**config.mk**
```make
export PLATFORM = sky130hd
export DESIGN_NAME = binary_max_heap_queue_top
export DESIGN_NICKNAME = d
export VERILOG_FILES = /design/src/rtl/core/bmhq_pkg.sv /design/src/rtl/core/bmhq_ram.sv /design/src/rtl/core/binary_max_heap_queue_top.sv
export SDC_FILE = /design/constraint.sdc
export NUM_CORES = 1
export LEC_CHECK = 0
export BUFFER_PORTS_ARGS = -buffer_cell sky130_fd_sc_hd__buf_2
export CORE_MARGIN = 10
export CORE_UTILIZATION = 55
export CTS_CLUSTER_SIZE = 25
export DETAILED_ROUTE_END_ITERATION = 16
export PLACE_DENSITY_LB_ADDON = 0.05
export RECOVER_POWER = 25
export SLEW_MARGIN = 10
export SYNTH_ARGS = -nofsm -noshare
export SYNTH_HDL_FRONTEND = slang
export SYNTH_SLANG_ARGS = --single-unit
export TNS_END_PERCENT = 5
```
**constraint.sdc**
```tcl
create_clock -name clk -period 9.3 [get_ports clk]
set_clock_uncertainty 0.05 [all_clocks]
set_input_delay 0 -clock clk [delete_from_list [all_inputs] [get_ports clk]]
set_output_delay 0 -clock clk [all_outputs]
set_load 0.01 [all_outputs]
```
**src/rtl/core/bmhq_pkg.sv**
```systemverilog
// shared types and codes for the binary max heap queue
package bmhq_pkg;

  typedef enum logic [3:0] {
    S_IDLE,
    S_PU_RD,
    S_PU_CMP,
    S_PD_LAST,
    S_PD_CH,
    S_PD_L,
    S_PD_R,
    S_PD_DEC
  } state_t;

  typedef enum logic [1:0] {
    ST_DONE  = 2'd0,
    ST_FULL  = 2'd1,
    ST_EMPTY = 2'd2
  } status_t;

  localparam logic KIND_PUSH = 1'b0;
  localparam logic KIND_POP  = 1'b1;

  localparam int OUT_KEY_BITS   = 32;
  localparam int OUT_COUNT_BITS = 5;

endpackage

```
**src/rtl/core/bmhq_ram.sv**
```systemverilog
// generic single write port, single read port ram with registered read
module bmhq_ram #(
  parameter int WIDTH = 32,
  parameter int DEPTH = 16
) (
  input  logic                     clk,
  input  logic                     we,
  input  logic [$clog2(DEPTH)-1:0] waddr,
  input  logic [WIDTH-1:0]         wdata,
  input  logic [$clog2(DEPTH)-1:0] raddr,
  output logic [WIDTH-1:0]         rdata
);

  logic [WIDTH-1:0] mem [DEPTH];

  always_ff @(posedge clk) begin
    if (we) begin
      mem[waddr] <= wdata;
    end
    rdata <= mem[raddr];
  end

endmodule

```
**src/rtl/core/binary_max_heap_queue_top.sv**
```systemverilog
// binary max heap priority queue: push and pop with sift over a single ram
//
// channel  ports                                   transfer
// input    start, busy, in_kind, in_key_value      start high while busy low
// result   out_strobe, out_status, out_removed_key, one cycle with out_strobe high
//          out_top_key, out_count, out_empty_res
//
// a push climbs from the new slot, reading each parent and moving it down while the new key is larger;
// a pop moves the last key to the root and sinks it, reading the left and then the right child, and a
// new request waits until busy falls; ram reads go through one port.
// a full push, an empty pop or a pop of the last key gives its result straight from idle, never busy.
// synchronous active-low reset clears the count; heap entries need no clearing.
// the result is shown for one cycle and cannot be held off; start is taken in that cycle.
module binary_max_heap_queue_top #(
  parameter int CAPACITY = 16,
  parameter int KEY_BITS = 32
) (
  input  logic        clk,
  input  logic        rst_n,
  input  logic        start,
  output logic        busy,
  input  logic        in_kind,
  input  logic [31:0] in_key_value,
  output logic        out_strobe,
  output logic [1:0]  out_status,
  output logic [31:0] out_removed_key,
  output logic [31:0] out_top_key,
  output logic [4:0]  out_count,
  output logic        out_empty_res
);

  localparam int AW = $clog2(CAPACITY);
  localparam int CW = $clog2(CAPACITY + 1);
  localparam int IW = AW + 2;

  localparam int OUT_KEY_BITS   = bmhq_pkg::OUT_KEY_BITS;
  localparam int OUT_COUNT_BITS = bmhq_pkg::OUT_COUNT_BITS;

  bmhq_pkg::state_t  state_r, state_nxt;
  bmhq_pkg::status_t status_r, status_nxt;
  logic [CW-1:0]       cnt_r, cnt_nxt;
  logic [AW-1:0]       pos_r, pos_nxt;
  logic [KEY_BITS-1:0] key_r, key_nxt;
  logic [KEY_BITS-1:0] lv_r, lv_nxt;
  logic [KEY_BITS-1:0] rv_r, rv_nxt;
  logic                rvld_r, rvld_nxt;
  logic [KEY_BITS-1:0] top_r, top_nxt;
  logic [KEY_BITS-1:0] removed_r, removed_nxt;
  logic                strobe_r, strobe_nxt;

  logic                we;
  logic [AW-1:0]       waddr;
  logic [KEY_BITS-1:0] wdata;
  logic [AW-1:0]       raddr;
  logic [KEY_BITS-1:0] rdata;

  logic [AW-1:0]       parent;
  logic [IW-1:0]       lidx;
  logic [IW-1:0]       ridx;
  logic [IW-1:0]       n_ext;
  logic                lgt;
  logic                rgt;
  logic [KEY_BITS-1:0] best_val;

  bmhq_ram #(
    .WIDTH(KEY_BITS),
    .DEPTH(CAPACITY)
  ) u_ram (
    .clk  (clk),
    .we   (we),
    .waddr(waddr),
    .wdata(wdata),
    .raddr(raddr),
    .rdata(rdata)
  );

  assign parent   = (pos_r - AW'(1)) >> 1;
  assign lidx     = (IW'(pos_r) << 1) + IW'(1);
  assign ridx     = (IW'(pos_r) << 1) + IW'(2);
  assign n_ext    = IW'(cnt_r);
  assign lgt      = lv_r > key_r;
  assign best_val = lgt ? lv_r : key_r;
  assign rgt      = rvld_r && (rv_r > best_val);

  always_ff @(posedge clk) begin
    if (!rst_n) begin
      state_r  <= bmhq_pkg::S_IDLE;
      cnt_r    <= '0;
      strobe_r <= 1'b0;
    end else begin
      state_r  <= state_nxt;
      cnt_r    <= cnt_nxt;
      strobe_r <= strobe_nxt;
    end
  end

  always_ff @(posedge clk) begin
    status_r  <= status_nxt;
    pos_r     <= pos_nxt;
    key_r     <= key_nxt;
    lv_r      <= lv_nxt;
    rv_r      <= rv_nxt;
    rvld_r    <= rvld_nxt;
    top_r     <= top_nxt;
    removed_r <= removed_nxt;
  end

  always_comb begin
    state_nxt   = state_r;
    status_nxt  = status_r;
    cnt_nxt     = cnt_r;
    pos_nxt     = pos_r;
    key_nxt     = key_r;
    lv_nxt      = lv_r;
    rv_nxt      = rv_r;
    rvld_nxt    = rvld_r;
    removed_nxt = removed_r;
    strobe_nxt  = 1'b0;
    we          = 1'b0;
    waddr       = pos_r;
    wdata       = key_r;
    raddr       = '0;

    unique case (state_r)
      bmhq_pkg::S_IDLE: begin
        if (start) begin
          removed_nxt = '0;
          status_nxt  = bmhq_pkg::ST_DONE;
          if (in_kind == bmhq_pkg::KIND_PUSH) begin
            if (cnt_r == CW'(CAPACITY)) begin
              status_nxt = bmhq_pkg::ST_FULL;
              strobe_nxt = 1'b1;
            end else begin
              cnt_nxt   = cnt_r + CW'(1);
              pos_nxt   = AW'(cnt_r);
              key_nxt   = KEY_BITS'(in_key_value);
              state_nxt = bmhq_pkg::S_PU_RD;
            end
          end else begin
            if (cnt_r == '0) begin
              status_nxt = bmhq_pkg::ST_EMPTY;
              strobe_nxt = 1'b1;
            end else begin
              removed_nxt = top_r;
              cnt_nxt     = cnt_r - CW'(1);
              if (cnt_r == CW'(1)) begin
                strobe_nxt = 1'b1;
              end else begin
                raddr     = AW'(cnt_r - CW'(1));
                state_nxt = bmhq_pkg::S_PD_LAST;
              end
            end
          end
        end
      end
      bmhq_pkg::S_PU_RD: begin
        if (pos_r == '0) begin
          we         = 1'b1;
          strobe_nxt = 1'b1;
          state_nxt  = bmhq_pkg::S_IDLE;
        end else begin
          raddr     = parent;
          state_nxt = bmhq_pkg::S_PU_CMP;
        end
      end
      bmhq_pkg::S_PU_CMP: begin
        we = 1'b1;
        if (key_r > rdata) begin
          wdata     = rdata;
          pos_nxt   = parent;
          state_nxt = bmhq_pkg::S_PU_RD;
        end else begin
          strobe_nxt = 1'b1;
          state_nxt  = bmhq_pkg::S_IDLE;
        end
      end
      bmhq_pkg::S_PD_LAST: begin
        key_nxt   = rdata;
        pos_nxt   = '0;
        state_nxt = bmhq_pkg::S_PD_CH;
      end
      bmhq_pkg::S_PD_CH: begin
        if (lidx >= n_ext) begin
          we         = 1'b1;
          strobe_nxt = 1'b1;
          state_nxt  = bmhq_pkg::S_IDLE;
        end else begin
          raddr     = AW'(lidx);
          state_nxt = bmhq_pkg::S_PD_L;
        end
      end
      bmhq_pkg::S_PD_L: begin
        lv_nxt = rdata;
        if (ridx < n_ext) begin
          raddr     = AW'(ridx);
          rvld_nxt  = 1'b1;
          state_nxt = bmhq_pkg::S_PD_R;
        end else begin
          rvld_nxt  = 1'b0;
          state_nxt = bmhq_pkg::S_PD_DEC;
        end
      end
      bmhq_pkg::S_PD_R: begin
        rv_nxt    = rdata;
        state_nxt = bmhq_pkg::S_PD_DEC;
      end
      bmhq_pkg::S_PD_DEC: begin
        we = 1'b1;
        if (rgt) begin
          wdata     = rv_r;
          pos_nxt   = AW'(ridx);
          state_nxt = bmhq_pkg::S_PD_CH;
        end else if (lgt) begin
          wdata     = lv_r;
          pos_nxt   = AW'(lidx);
          state_nxt = bmhq_pkg::S_PD_CH;
        end else begin
          strobe_nxt = 1'b1;
          state_nxt  = bmhq_pkg::S_IDLE;
        end
      end
      default: begin
        state_nxt = bmhq_pkg::S_IDLE;
      end
    endcase
  end

  // root shadow follows every write to the root slot
  always_comb begin
    top_nxt = top_r;
    if (we && (waddr == '0)) begin
      top_nxt = wdata;
    end
  end

  assign busy            = (state_r != bmhq_pkg::S_IDLE);
  assign out_strobe      = strobe_r;
  assign out_status      = status_r;
  assign out_removed_key = OUT_KEY_BITS'(removed_r);
  assign out_top_key     = (cnt_r == '0) ? '0 : OUT_KEY_BITS'(top_r);
  assign out_count       = OUT_COUNT_BITS'(cnt_r);
  assign out_empty_res   = (cnt_r == '0);

`ifndef SYNTHESIS
  a_strobe_idle: assert property (@(posedge clk) disable iff (!rst_n)
    out_strobe |-> !busy)
    else $error("result shown while busy");

  a_count_bound: assert property (@(posedge clk) disable iff (!rst_n)
    cnt_r <= CW'(CAPACITY))
    else $error("count above capacity");

  a_full_status: assert property (@(posedge clk) disable iff (!rst_n)
    (out_strobe && (out_status == bmhq_pkg::ST_FULL)) |-> (cnt_r == CW'(CAPACITY)))
    else $error("full status with room left");

  a_empty_status: assert property (@(posedge clk) disable iff (!rst_n)
    (out_strobe && (out_status == bmhq_pkg::ST_EMPTY)) |-> (cnt_r == '0))
    else $error("empty status with keys stored");

  a_count_step: assert property (@(posedge clk) disable iff (!rst_n)
    (busy && !$past(busy)) |-> (cnt_r != $past(cnt_r)))
    else $error("count not updated on transfer");
`endif

endmodule
```
==> results.md, run 1 <==
- Delay-heaviest family, CP: compound AO/OA/AOI/OAI gates
- Worst path required time: about 9500 ps
- Die Wd: between 200 and 300 um
- Synth Warn #: 0
- Setup repair bufs after CTS: 0
- Xor/xnor share of the synthesized area: 0.002873
- H-tree depth: 3
- Pwr dens: approximately 350 mW/mm^2
- Period utilization: 0.8271
- Synth Area per Inst: roughly 14 sq um
- Slew @ Worst Pin: ~2600 ps
- Pins over their slew limit: around 190
- Crit path buffers/inverters: 2
- Commonest non-fill, non-tap cells in the layout: 647 x edfxtp_1, 198 x nand2_1, 162 x mux2i_1
- RSZ-0062 raised after global routing: no
- Vias per cell: slightly above 6
- Most Crowded Layer GR: met2
- Clk sinks: approximately 700
- Fillers: about 4,200
- DR vias: 18,880
- Final min period: approximately 7700 ps
- Met2 GRT Util: 0.4281
- Lkg Pwr: approximately 12 nW
- Complex-gate fraction of the synthesized area: 0.1001
- Area occupied by multi-input gates: around 0.0093 sq mm
- Antenna Nets Post-Route: 0
- Starting Density: 0.5544
- Gr usage total: 0.2492
- Dpl hpwl: between 40,000 and 50,000 um
- Wire per inst: ~27 um
- Worst skew pair latency: slightly above 600 ps
- Ports: 110
- Area grow syn2layout: 12.58%
- Iteration-0 DRC Markers: roughly 1,700
- Worst setup margin: between 1500 and 2000 ps
- Post_cts resized: 0
- Met1 Use GR: 0.3045
- Number of synthesized flops with an enable pin: between 600 and 700
- Fmax achieved: around 130 MHz
- CP peak stage delay: about 1200 ps
- Async SR Flop Fraction: 0
- Crit-path slowest cell: o221ai_1
- Critical path's most frequent cell: ha_1
- Pre-CTS WS: between 1500 and 2000 ps
- Largest net degree at the start of global routing: 123
- Adder-Cell Fraction of Synth Area: 0.04597
- Distinct cells, synth: 62
- Hold slack: between 200 and 250 ps
- Die area: 0.06524 sq mm
- Final Wtd Congestion: between 0.9 and 1
- Sequential fraction of the synthesis area: 0.6642
- CTS root buf: clkbuf_16
- Row cnt: between 80 and 90
- Max cap viols: 6
- Max Root-Sink Buffers: 3
- HP Class: primary input to flip-flop
- Antenna violations before repair: 1
- Setup crit start kind: flip-flop
- Total Wirelength: around 83,000 um
- Setup TNS Final: 0 ps
- TritonCTS clock tree: built
- Crit path DAT: about 8000 ps
- Number of CTS-inserted buffers: 73
- #FFs+latches synth: ~690
- Syn Nets: between 2,000 and 2,500
- Primary FF master, synth: edfxtp_1
- Commonest non-fill, non-tap cell in the layout: edfxtp_1
- Core area: 0.05499 sq mm
- Post-Synthesis Cells: 2,173
- Violated checks: capacitance limit, slew limit
- Outcome: complete, but fails checks
- Syn Std Cell Area: 0.03049 sq mm
- Max VDD drop: around 0.24 mV
- Crit Path Max Fanout: 32
- Main combinational cell family by area after synthesis: compound AO/OA/AOI/OAI gates
- DRC: 0
- First-pass GRT wire length: approximately 120,000 um
- Met3 Use GR: 0.04130
- Crit path capture type: flip-flop
- Post-synthesis simple-gate area fraction: 0.07535
- # setup viols final: 0
- Clk pin slew, worst setup/hold paths: roughly 60 ps
- Seq. cell area: around 0.020 sq mm
- PortBufs: 109
- Final hold viol count: 0
- CP Class: flip-flop to flip-flop
- Mux cell area share after synthesis: 0.07720
- Share of cells above drive strength 1: 0.1188
- Die Ht: around 260 um
- Number of global-route vias before repair: between 15,000 and 20,000
- Worst rel slew slack: -0.7551
- GRT overflow: 0
- Layout Nets: around 2,500
- Cell Chain, Critical Path: inv_1 -> ha_1 -> a21oi_1 -> o21ai_0 -> a221o_1 -> o31a_1 -> o21ai_4 -> buf_4 -> mux2i_1 -> ha_1 -> nand4_1 -> nor4_1 -> a21boi_0 -> and2_1 -> a22oi_1 -> nand2_2 -> o221ai_1
- Pre-antenna DRT Iters: 6
- CTS Hold Buffers Added: 35
through the flow:
stage | std cells | power (mW) | cell area [sq um] | utilization
floorplan | 2173 | 7.791 | 30490 | -
global placement | 2947 | 9.152 | 31720 | 0.5769
detailed placement | 2947 | 9.220 | 31720 | 0.5769
CTS | 3113 | 12.10 | 34410 | 0.6259
global route | 3114 | 12.65 | 34320 | 0.6241
finish | 3115 | 12.03 | 34320 | 0.6242
synth_stat cells (15+ instances only):
library cell  instances  area share
nor2_1               26      0.0032
o21ai_0              81       0.013
nand2_1             202       0.025
buf_6                17      0.0063
o221ai_1             33      0.0095
mux2_2               65       0.024
dfxtp_1              41       0.027
nand4_1              24      0.0049
nand3_1              15      0.0025
and2_1               80       0.016
mux2i_1             162       0.053
edfxtp_1            647        0.64
buf_2                32      0.0053
o22ai_1              66       0.014
a221o_1              35       0.011
a21oi_1              53      0.0087
inv_1               111       0.014
clkbuf_1             67      0.0082
a211oi_1             64       0.016
and2_0               33      0.0068
ha_1                112       0.046
nor2b_1              41      0.0084
a31oi_1              65       0.013
worst reg2reg max path, cell delays in order (launching register included):
cell and delay [ps]:
edfxtp_1 410, inv_1 100, ha_1 250, a21oi_1 160
o21ai_0 180, a221o_1 350, o31a_1 330, o21ai_4 990
buf_4 410, mux2i_1 340, ha_1 190, nand4_1 210
nor4_1 570, a21boi_0 250, and2_1 230, a22oi_1 370
nand2_2 680, o221ai_1 1260
power by group:
part           internal, mW  switching (mW)  total (mW)  leakage [nW]
Combinational          1.61            2.98        4.58          4.66
Sequential             4.32           0.281        4.60          6.21
Clock                  1.68            1.17        2.85          1.14
sequential cells by signal, indices dropped and copies added, names as in the netlist, 2 cells and up:
| signal | count |
|---|---|
| u_ram.mem | 492 |
| u_ram.rdata | 32 |
| lv_r | 32 |
| top_r | 20 |
| out_removed_key | 32 |
| state_r | 3 |
| rv_r | 32 |
| out_count | 5 |
| key_r | 32 |
| pos_r | 4 |
| out_status | 2 |
area by class of cell:
| class | count | share of cell area |
|---|---|---|
| well taps | 748 | 0.02727 |
| clock inverters | 34 | 0.01010 |
| clock buffers | 97 | 0.05822 |
| repair buffers | 183 | 0.03179 |
| inverters | 111 | 0.01214 |
| flip-flops and latches | 688 | 0.5900 |
| diodes | 1 | 0.00007291 |
| multi-input cells | 1253 | 0.2704 |
routing by layer:
layer	share of wire	vias up
li1	-	8575
met1	0.39	9427
met2	0.50	698
met3	0.062	179
met4	0.043	0
met5	0	-
cell families (layout without fill, tap and decap cells):
kind of cell	Yosys count	after routing
fa+ha+maj	112	112
mux	227	227
buf+inv	232	425
xor+xnor	10	10
flops	688	688
other cells	0	1
compound gates	445	445
simple gates	459	459
final timing paths:
| path | start | to | slack (ps) | cells past startpoint |
|---|---|---|---|---|
| setup / recovery | key_r[5] | top_r[27] | 1610 | 17 |
| hold / removal | rst_n | out_count[4] | 210 | 3 |
| setup reg to reg | key_r[5] | top_r[27] | 1610 | 17 |
| hold reg to reg | u_ram.rdata[22] | lv_r[22] | 430 | 0 |
(Power assumes the default switching activity.)
==> run 2, diff against run 1 <==
--- a/config.mk
+++ b/config.mk
@@ -5,6 +5,7 @@
 export SDC_FILE = /design/constraint.sdc
 export NUM_CORES = 1
 export LEC_CHECK = 0
+export ABC_AREA = 1
 export BUFFER_PORTS_ARGS = -buffer_cell sky130_fd_sc_hd__buf_2
 export CORE_MARGIN = 10
 export CORE_UTILIZATION = 55
==> constraint.sdc (replaced) <==
create_clock -name clk -period 7.7 [get_ports clk]
set_clock_uncertainty 0.05 [all_clocks]
set_input_delay 0 -clock clk [delete_from_list [all_inputs] [get_ports clk]]
set_output_delay 0 -clock clk [all_outputs]
set_load 0.01 [all_outputs]
==> run 2 against run 1 <==
  * The flow still finishes with violations (capacitance limit, slew limit)
  * Final cell count increased by 38%
  * Critical path depth increased by 9
  * Global-route usage grew 4.1 points
  * Die area up 7.4%
  * Register-to-register slack gained 80 ps
  * Core utilization shrank 0.19 points
  * Largest cell class unchanged
  * Largest power group is now combinational logic
==> results.md, run 2 <==
- Fmax achieved: 166.3 MHz (+28%)
- Final Wtd Congestion: 0.9371 (+1.3%)
- Reg2reg end: u_ram.mem[1][13]
- Antenna Nets Post-Route: 0 (unchanged)
- PortBufs: 109 (unchanged)
- Starting Density: 0.5568 (+0.002416)
- Crit-path slowest cell: nand2_1
- Setup TNS Final: 0 ps (unchanged)
- CP Class: flip-flop to flip-flop
- Number of synthesized flops with an enable pin: 647 (unchanged)
- Core area: 0.05913 sq mm (+7.5%)
- Synth Area per Inst: 9.794 sq um (-30%)
- HP Class: primary input to flip-flop
- Number of CTS-inserted buffers: 73 (unchanged)
- # setup viols final: 0 (unchanged)
- Worst path required time: 7810 ps (-1670 ps)
- Share of cells above drive strength 1: 0.06353 (-0.05524)
- Pre-CTS WS: 1912 ps (+295.0 ps)
- Violated checks: capacitance limit, slew limit
- Syn Nets: 3,510 (+51%)
- Setup repair bufs after CTS: 0 (unchanged)
- Iteration-0 DRC Markers: 3,144 (+90%)
- H-tree depth: 3 (unchanged)
- Flop2flop setup slack: 1690 ps (+80 ps)
- RSZ-0062 raised after global routing: no
- CP peak stage delay: 580 ps (-650 ps)
- Clk pin slew, worst setup/hold paths: 60 ps (about the same)
- Primary FF master, synth: edfxtp_1
- Setup crit start kind: flip-flop
- Crit Path Max Fanout: 20 (-38%)
- Post-Synthesis Cells: 3,362 (+55%)
- Top-area cell type share of the netlist area: 0.5901 (-0.04725)
- Max cap viols: 7 (+1)
- Crit path DAT: 6120 ps (-1750 ps)
- Pins over their slew limit: 250 (+31%)
- First-pass GRT wire length: 153,300 um (+26%)
- #FFs+latches synth: 688 (unchanged)
- Most flop-heavy register: u_ram.mem
- GRT overflow: 0 (unchanged)
- Gr usage total: 0.2900 (+0.04076)
- Reg2Reg Depth: 26 (+9)
- Crit path buffers/inverters: 4 (+2)
- Distinct cells, synth: 43 (-31%)
- Pwr dens: 464.9 mW/mm^2 (+33%)
- Total Wirelength: 103,200 um (+24%)
- Worst Hold Path EP: out_count[3]
- Delay-heaviest family, CP: simple AND/OR/NAND/NOR gates
- Largest net degree at the start of global routing: 142 (+15%)
- Most common cell in the synthesized netlist: nand2_1
- Ports: 110 (unchanged)
- Pre-antenna DRT Iters: 6 (unchanged)
- Post-synth top area cell: edfxtp_1
- Die Ht: 264.7 um (+3.6%)
- Critical path's most frequent cell: nand2_1
- DRC: 0 (unchanged)
- Worst setup margin: 1686 ps (+78.85 ps)
- Final min period: 6014 ps (-1679 ps)
- Worst skew pair latency: 620 ps (about the same)
- Period utilization: 0.7810 (-0.04616)
- Worst hold start: rst_n
- TritonCTS clock tree: built
- Outcome: complete, but fails checks
- Worst rel slew slack: -1.382 (-0.6267)
- CTS root buf: clkbuf_16
- Sequential fraction of the synthesis area: 0.6150 (-0.04924)
- Async SR Flop Fraction: 0 (unchanged)
- Dpl hpwl: 58,120 um (+20%)
- Clk sinks: 688 (unchanged)
- Area grow syn2layout: 11.75%
- Most frequent cells after synthesis: 1,253 x nand2_1, 647 x edfxtp_1, 411 x nand3_1, 281 x inv_1, 129 x nand3b_1
- Max Root-Sink Buffers: 3 (unchanged)
- Max VDD drop: 0.2697 mV (+14%)
- Commonest non-fill, non-tap cell in the layout: nand2_1
- Antenna violations before repair: 5 (+4)
- Final hold viol count: 0 (unchanged)
- Number of global-route vias before repair: 24,000 (+27%)
- Commonest non-fill, non-tap cells in the layout: 1,252 x nand2_1, 647 x edfxtp_1, 410 x nand3_1
- Layout Nets: 3,615 (+47%)
- Crit path capture type: flip-flop
- Die Wd: 264.7 um (+3.6%)
- Largest cells by area after synthesis: edfxtp_1 59%, nand2_1 14%, nand3_1 6.2%
- Row cnt: 89 (+3.5%)
- Lkg Pwr: 15.50 nW (+29%)
- Max reg flops: 492 (unchanged)
- Synth Warn #: 0 (unchanged)
- Wire per inst: 24.01 um (-9.9%)
- Vias per cell: 5.860 (-3.3%)
- Layout Utilization: 0.6223 (-0.001902)
- Worst r2r src: key_r[22]
- Slew @ Worst Pin: 3573 ps (+940.0 ps)
- Syn Std Cell Area: 0.03293 sq mm (+8.0%)
- Die area: 0.07005 sq mm (+7.4%)
- DR vias: 25,200 (+33%)
- Critical path depth: 26 (+9)
- Cell depth of the worst hold path: 4 (+1)
[run 2: cell count changes after synthesis, sizes merged, moves of 84 or more]
cell,before,now
nand3,15,411
and2,115,31
nand3b,1,129
inv,111,287
nand2,202,1255
nor2,27,112
mux2i,162,0
[run 2: cell type report]
cell class	instances	area [sq um]
clock buffers	99	2068
clock inverters	35	310.3
multi-input cells	2219	10930
well taps	773	967.2
repair buffers	197	1185
flip-flops and latches	688	20250
diodes	1	2.502
inverters	288	1086
fillers	4899	22340
[run 2: per-stage QoR]
| stage | power, mW | hold slack, ps | instance area (sq um) | std cells |
|---|---|---|---|---|
| 2_1_floorplan | 10.94 | 78.98 | 32930 | 3362 |
| 3_3_place_gp | 13.37 | 270.3 | 34190 | 4128 |
| 3_5_place_dp | 13.47 | 281.1 | 34190 | 4128 |
| 4_1_cts | 17.03 | 178.9 | 36940 | 4299 |
| 5_1_grt | 18.18 | 244.0 | 36790 | 4299 |
| 6_report | 17.11 | 218.8 | 36800 | 4300 |
[run 2: what timing repair did]
| item | CTS | global route |
|---|---|---|
| hold buffers | 37 | 0 |
| hold endpoints to repair | 42 | 0 |
| gates resized for setup | 0 | 0 |
[run 2: worst max path at each step]
| stage | to | start |
|---|---|---|
| floorplan | top_r[15] | key_r[31] |
| global placement | u_ram.mem[12][26] | key_r[31] |
| detailed placement | u_ram.mem[11][22] | key_r[22] |
| CTS | u_ram.mem[15][14] | key_r[31] |
| global route | u_ram.mem[12][29] | key_r[5] |
| finish | u_ram.mem[1][13] | key_r[22] |
[run 2: cell families (layout without fill, tap and decap cells)]
family | after synthesis | after routing | share of synthesized area
compound gates | 135 | 135 | 0.02212
fa+ha+maj | 112 | 112 | 0.04256
flops | 688 | 688 | 0.6150
buf+inv | 455 | 619 | 0.05814
xor+xnor | 7 | 7 | 0.001862
simple gates | 1965 | 1965 | 0.2603
other cells | 0 | 1 | 0
[run 2: where the power goes]
part | internal (mW) | switching (mW)
clock | 2.05 | 1.47
sequential | 5.49 | 0.446
combinational | 2.09 | 5.55
total | 9.63 | 7.47
[run 2: layer usage]
layer  routed length (um)  global-route usage  up-vias
li1                     -                   -    11440
met1                43310              0.4105    12160
met2                45270              0.4413     1394
met3                11680             0.05814      204
met4                 2970             0.09970        2
met5                   13                   0        -
[run 2: tightest hold or removal path: cells and delay by family]
kind	cells	cell delay (ps)
compound gates	2	120
buf+inv	2	720
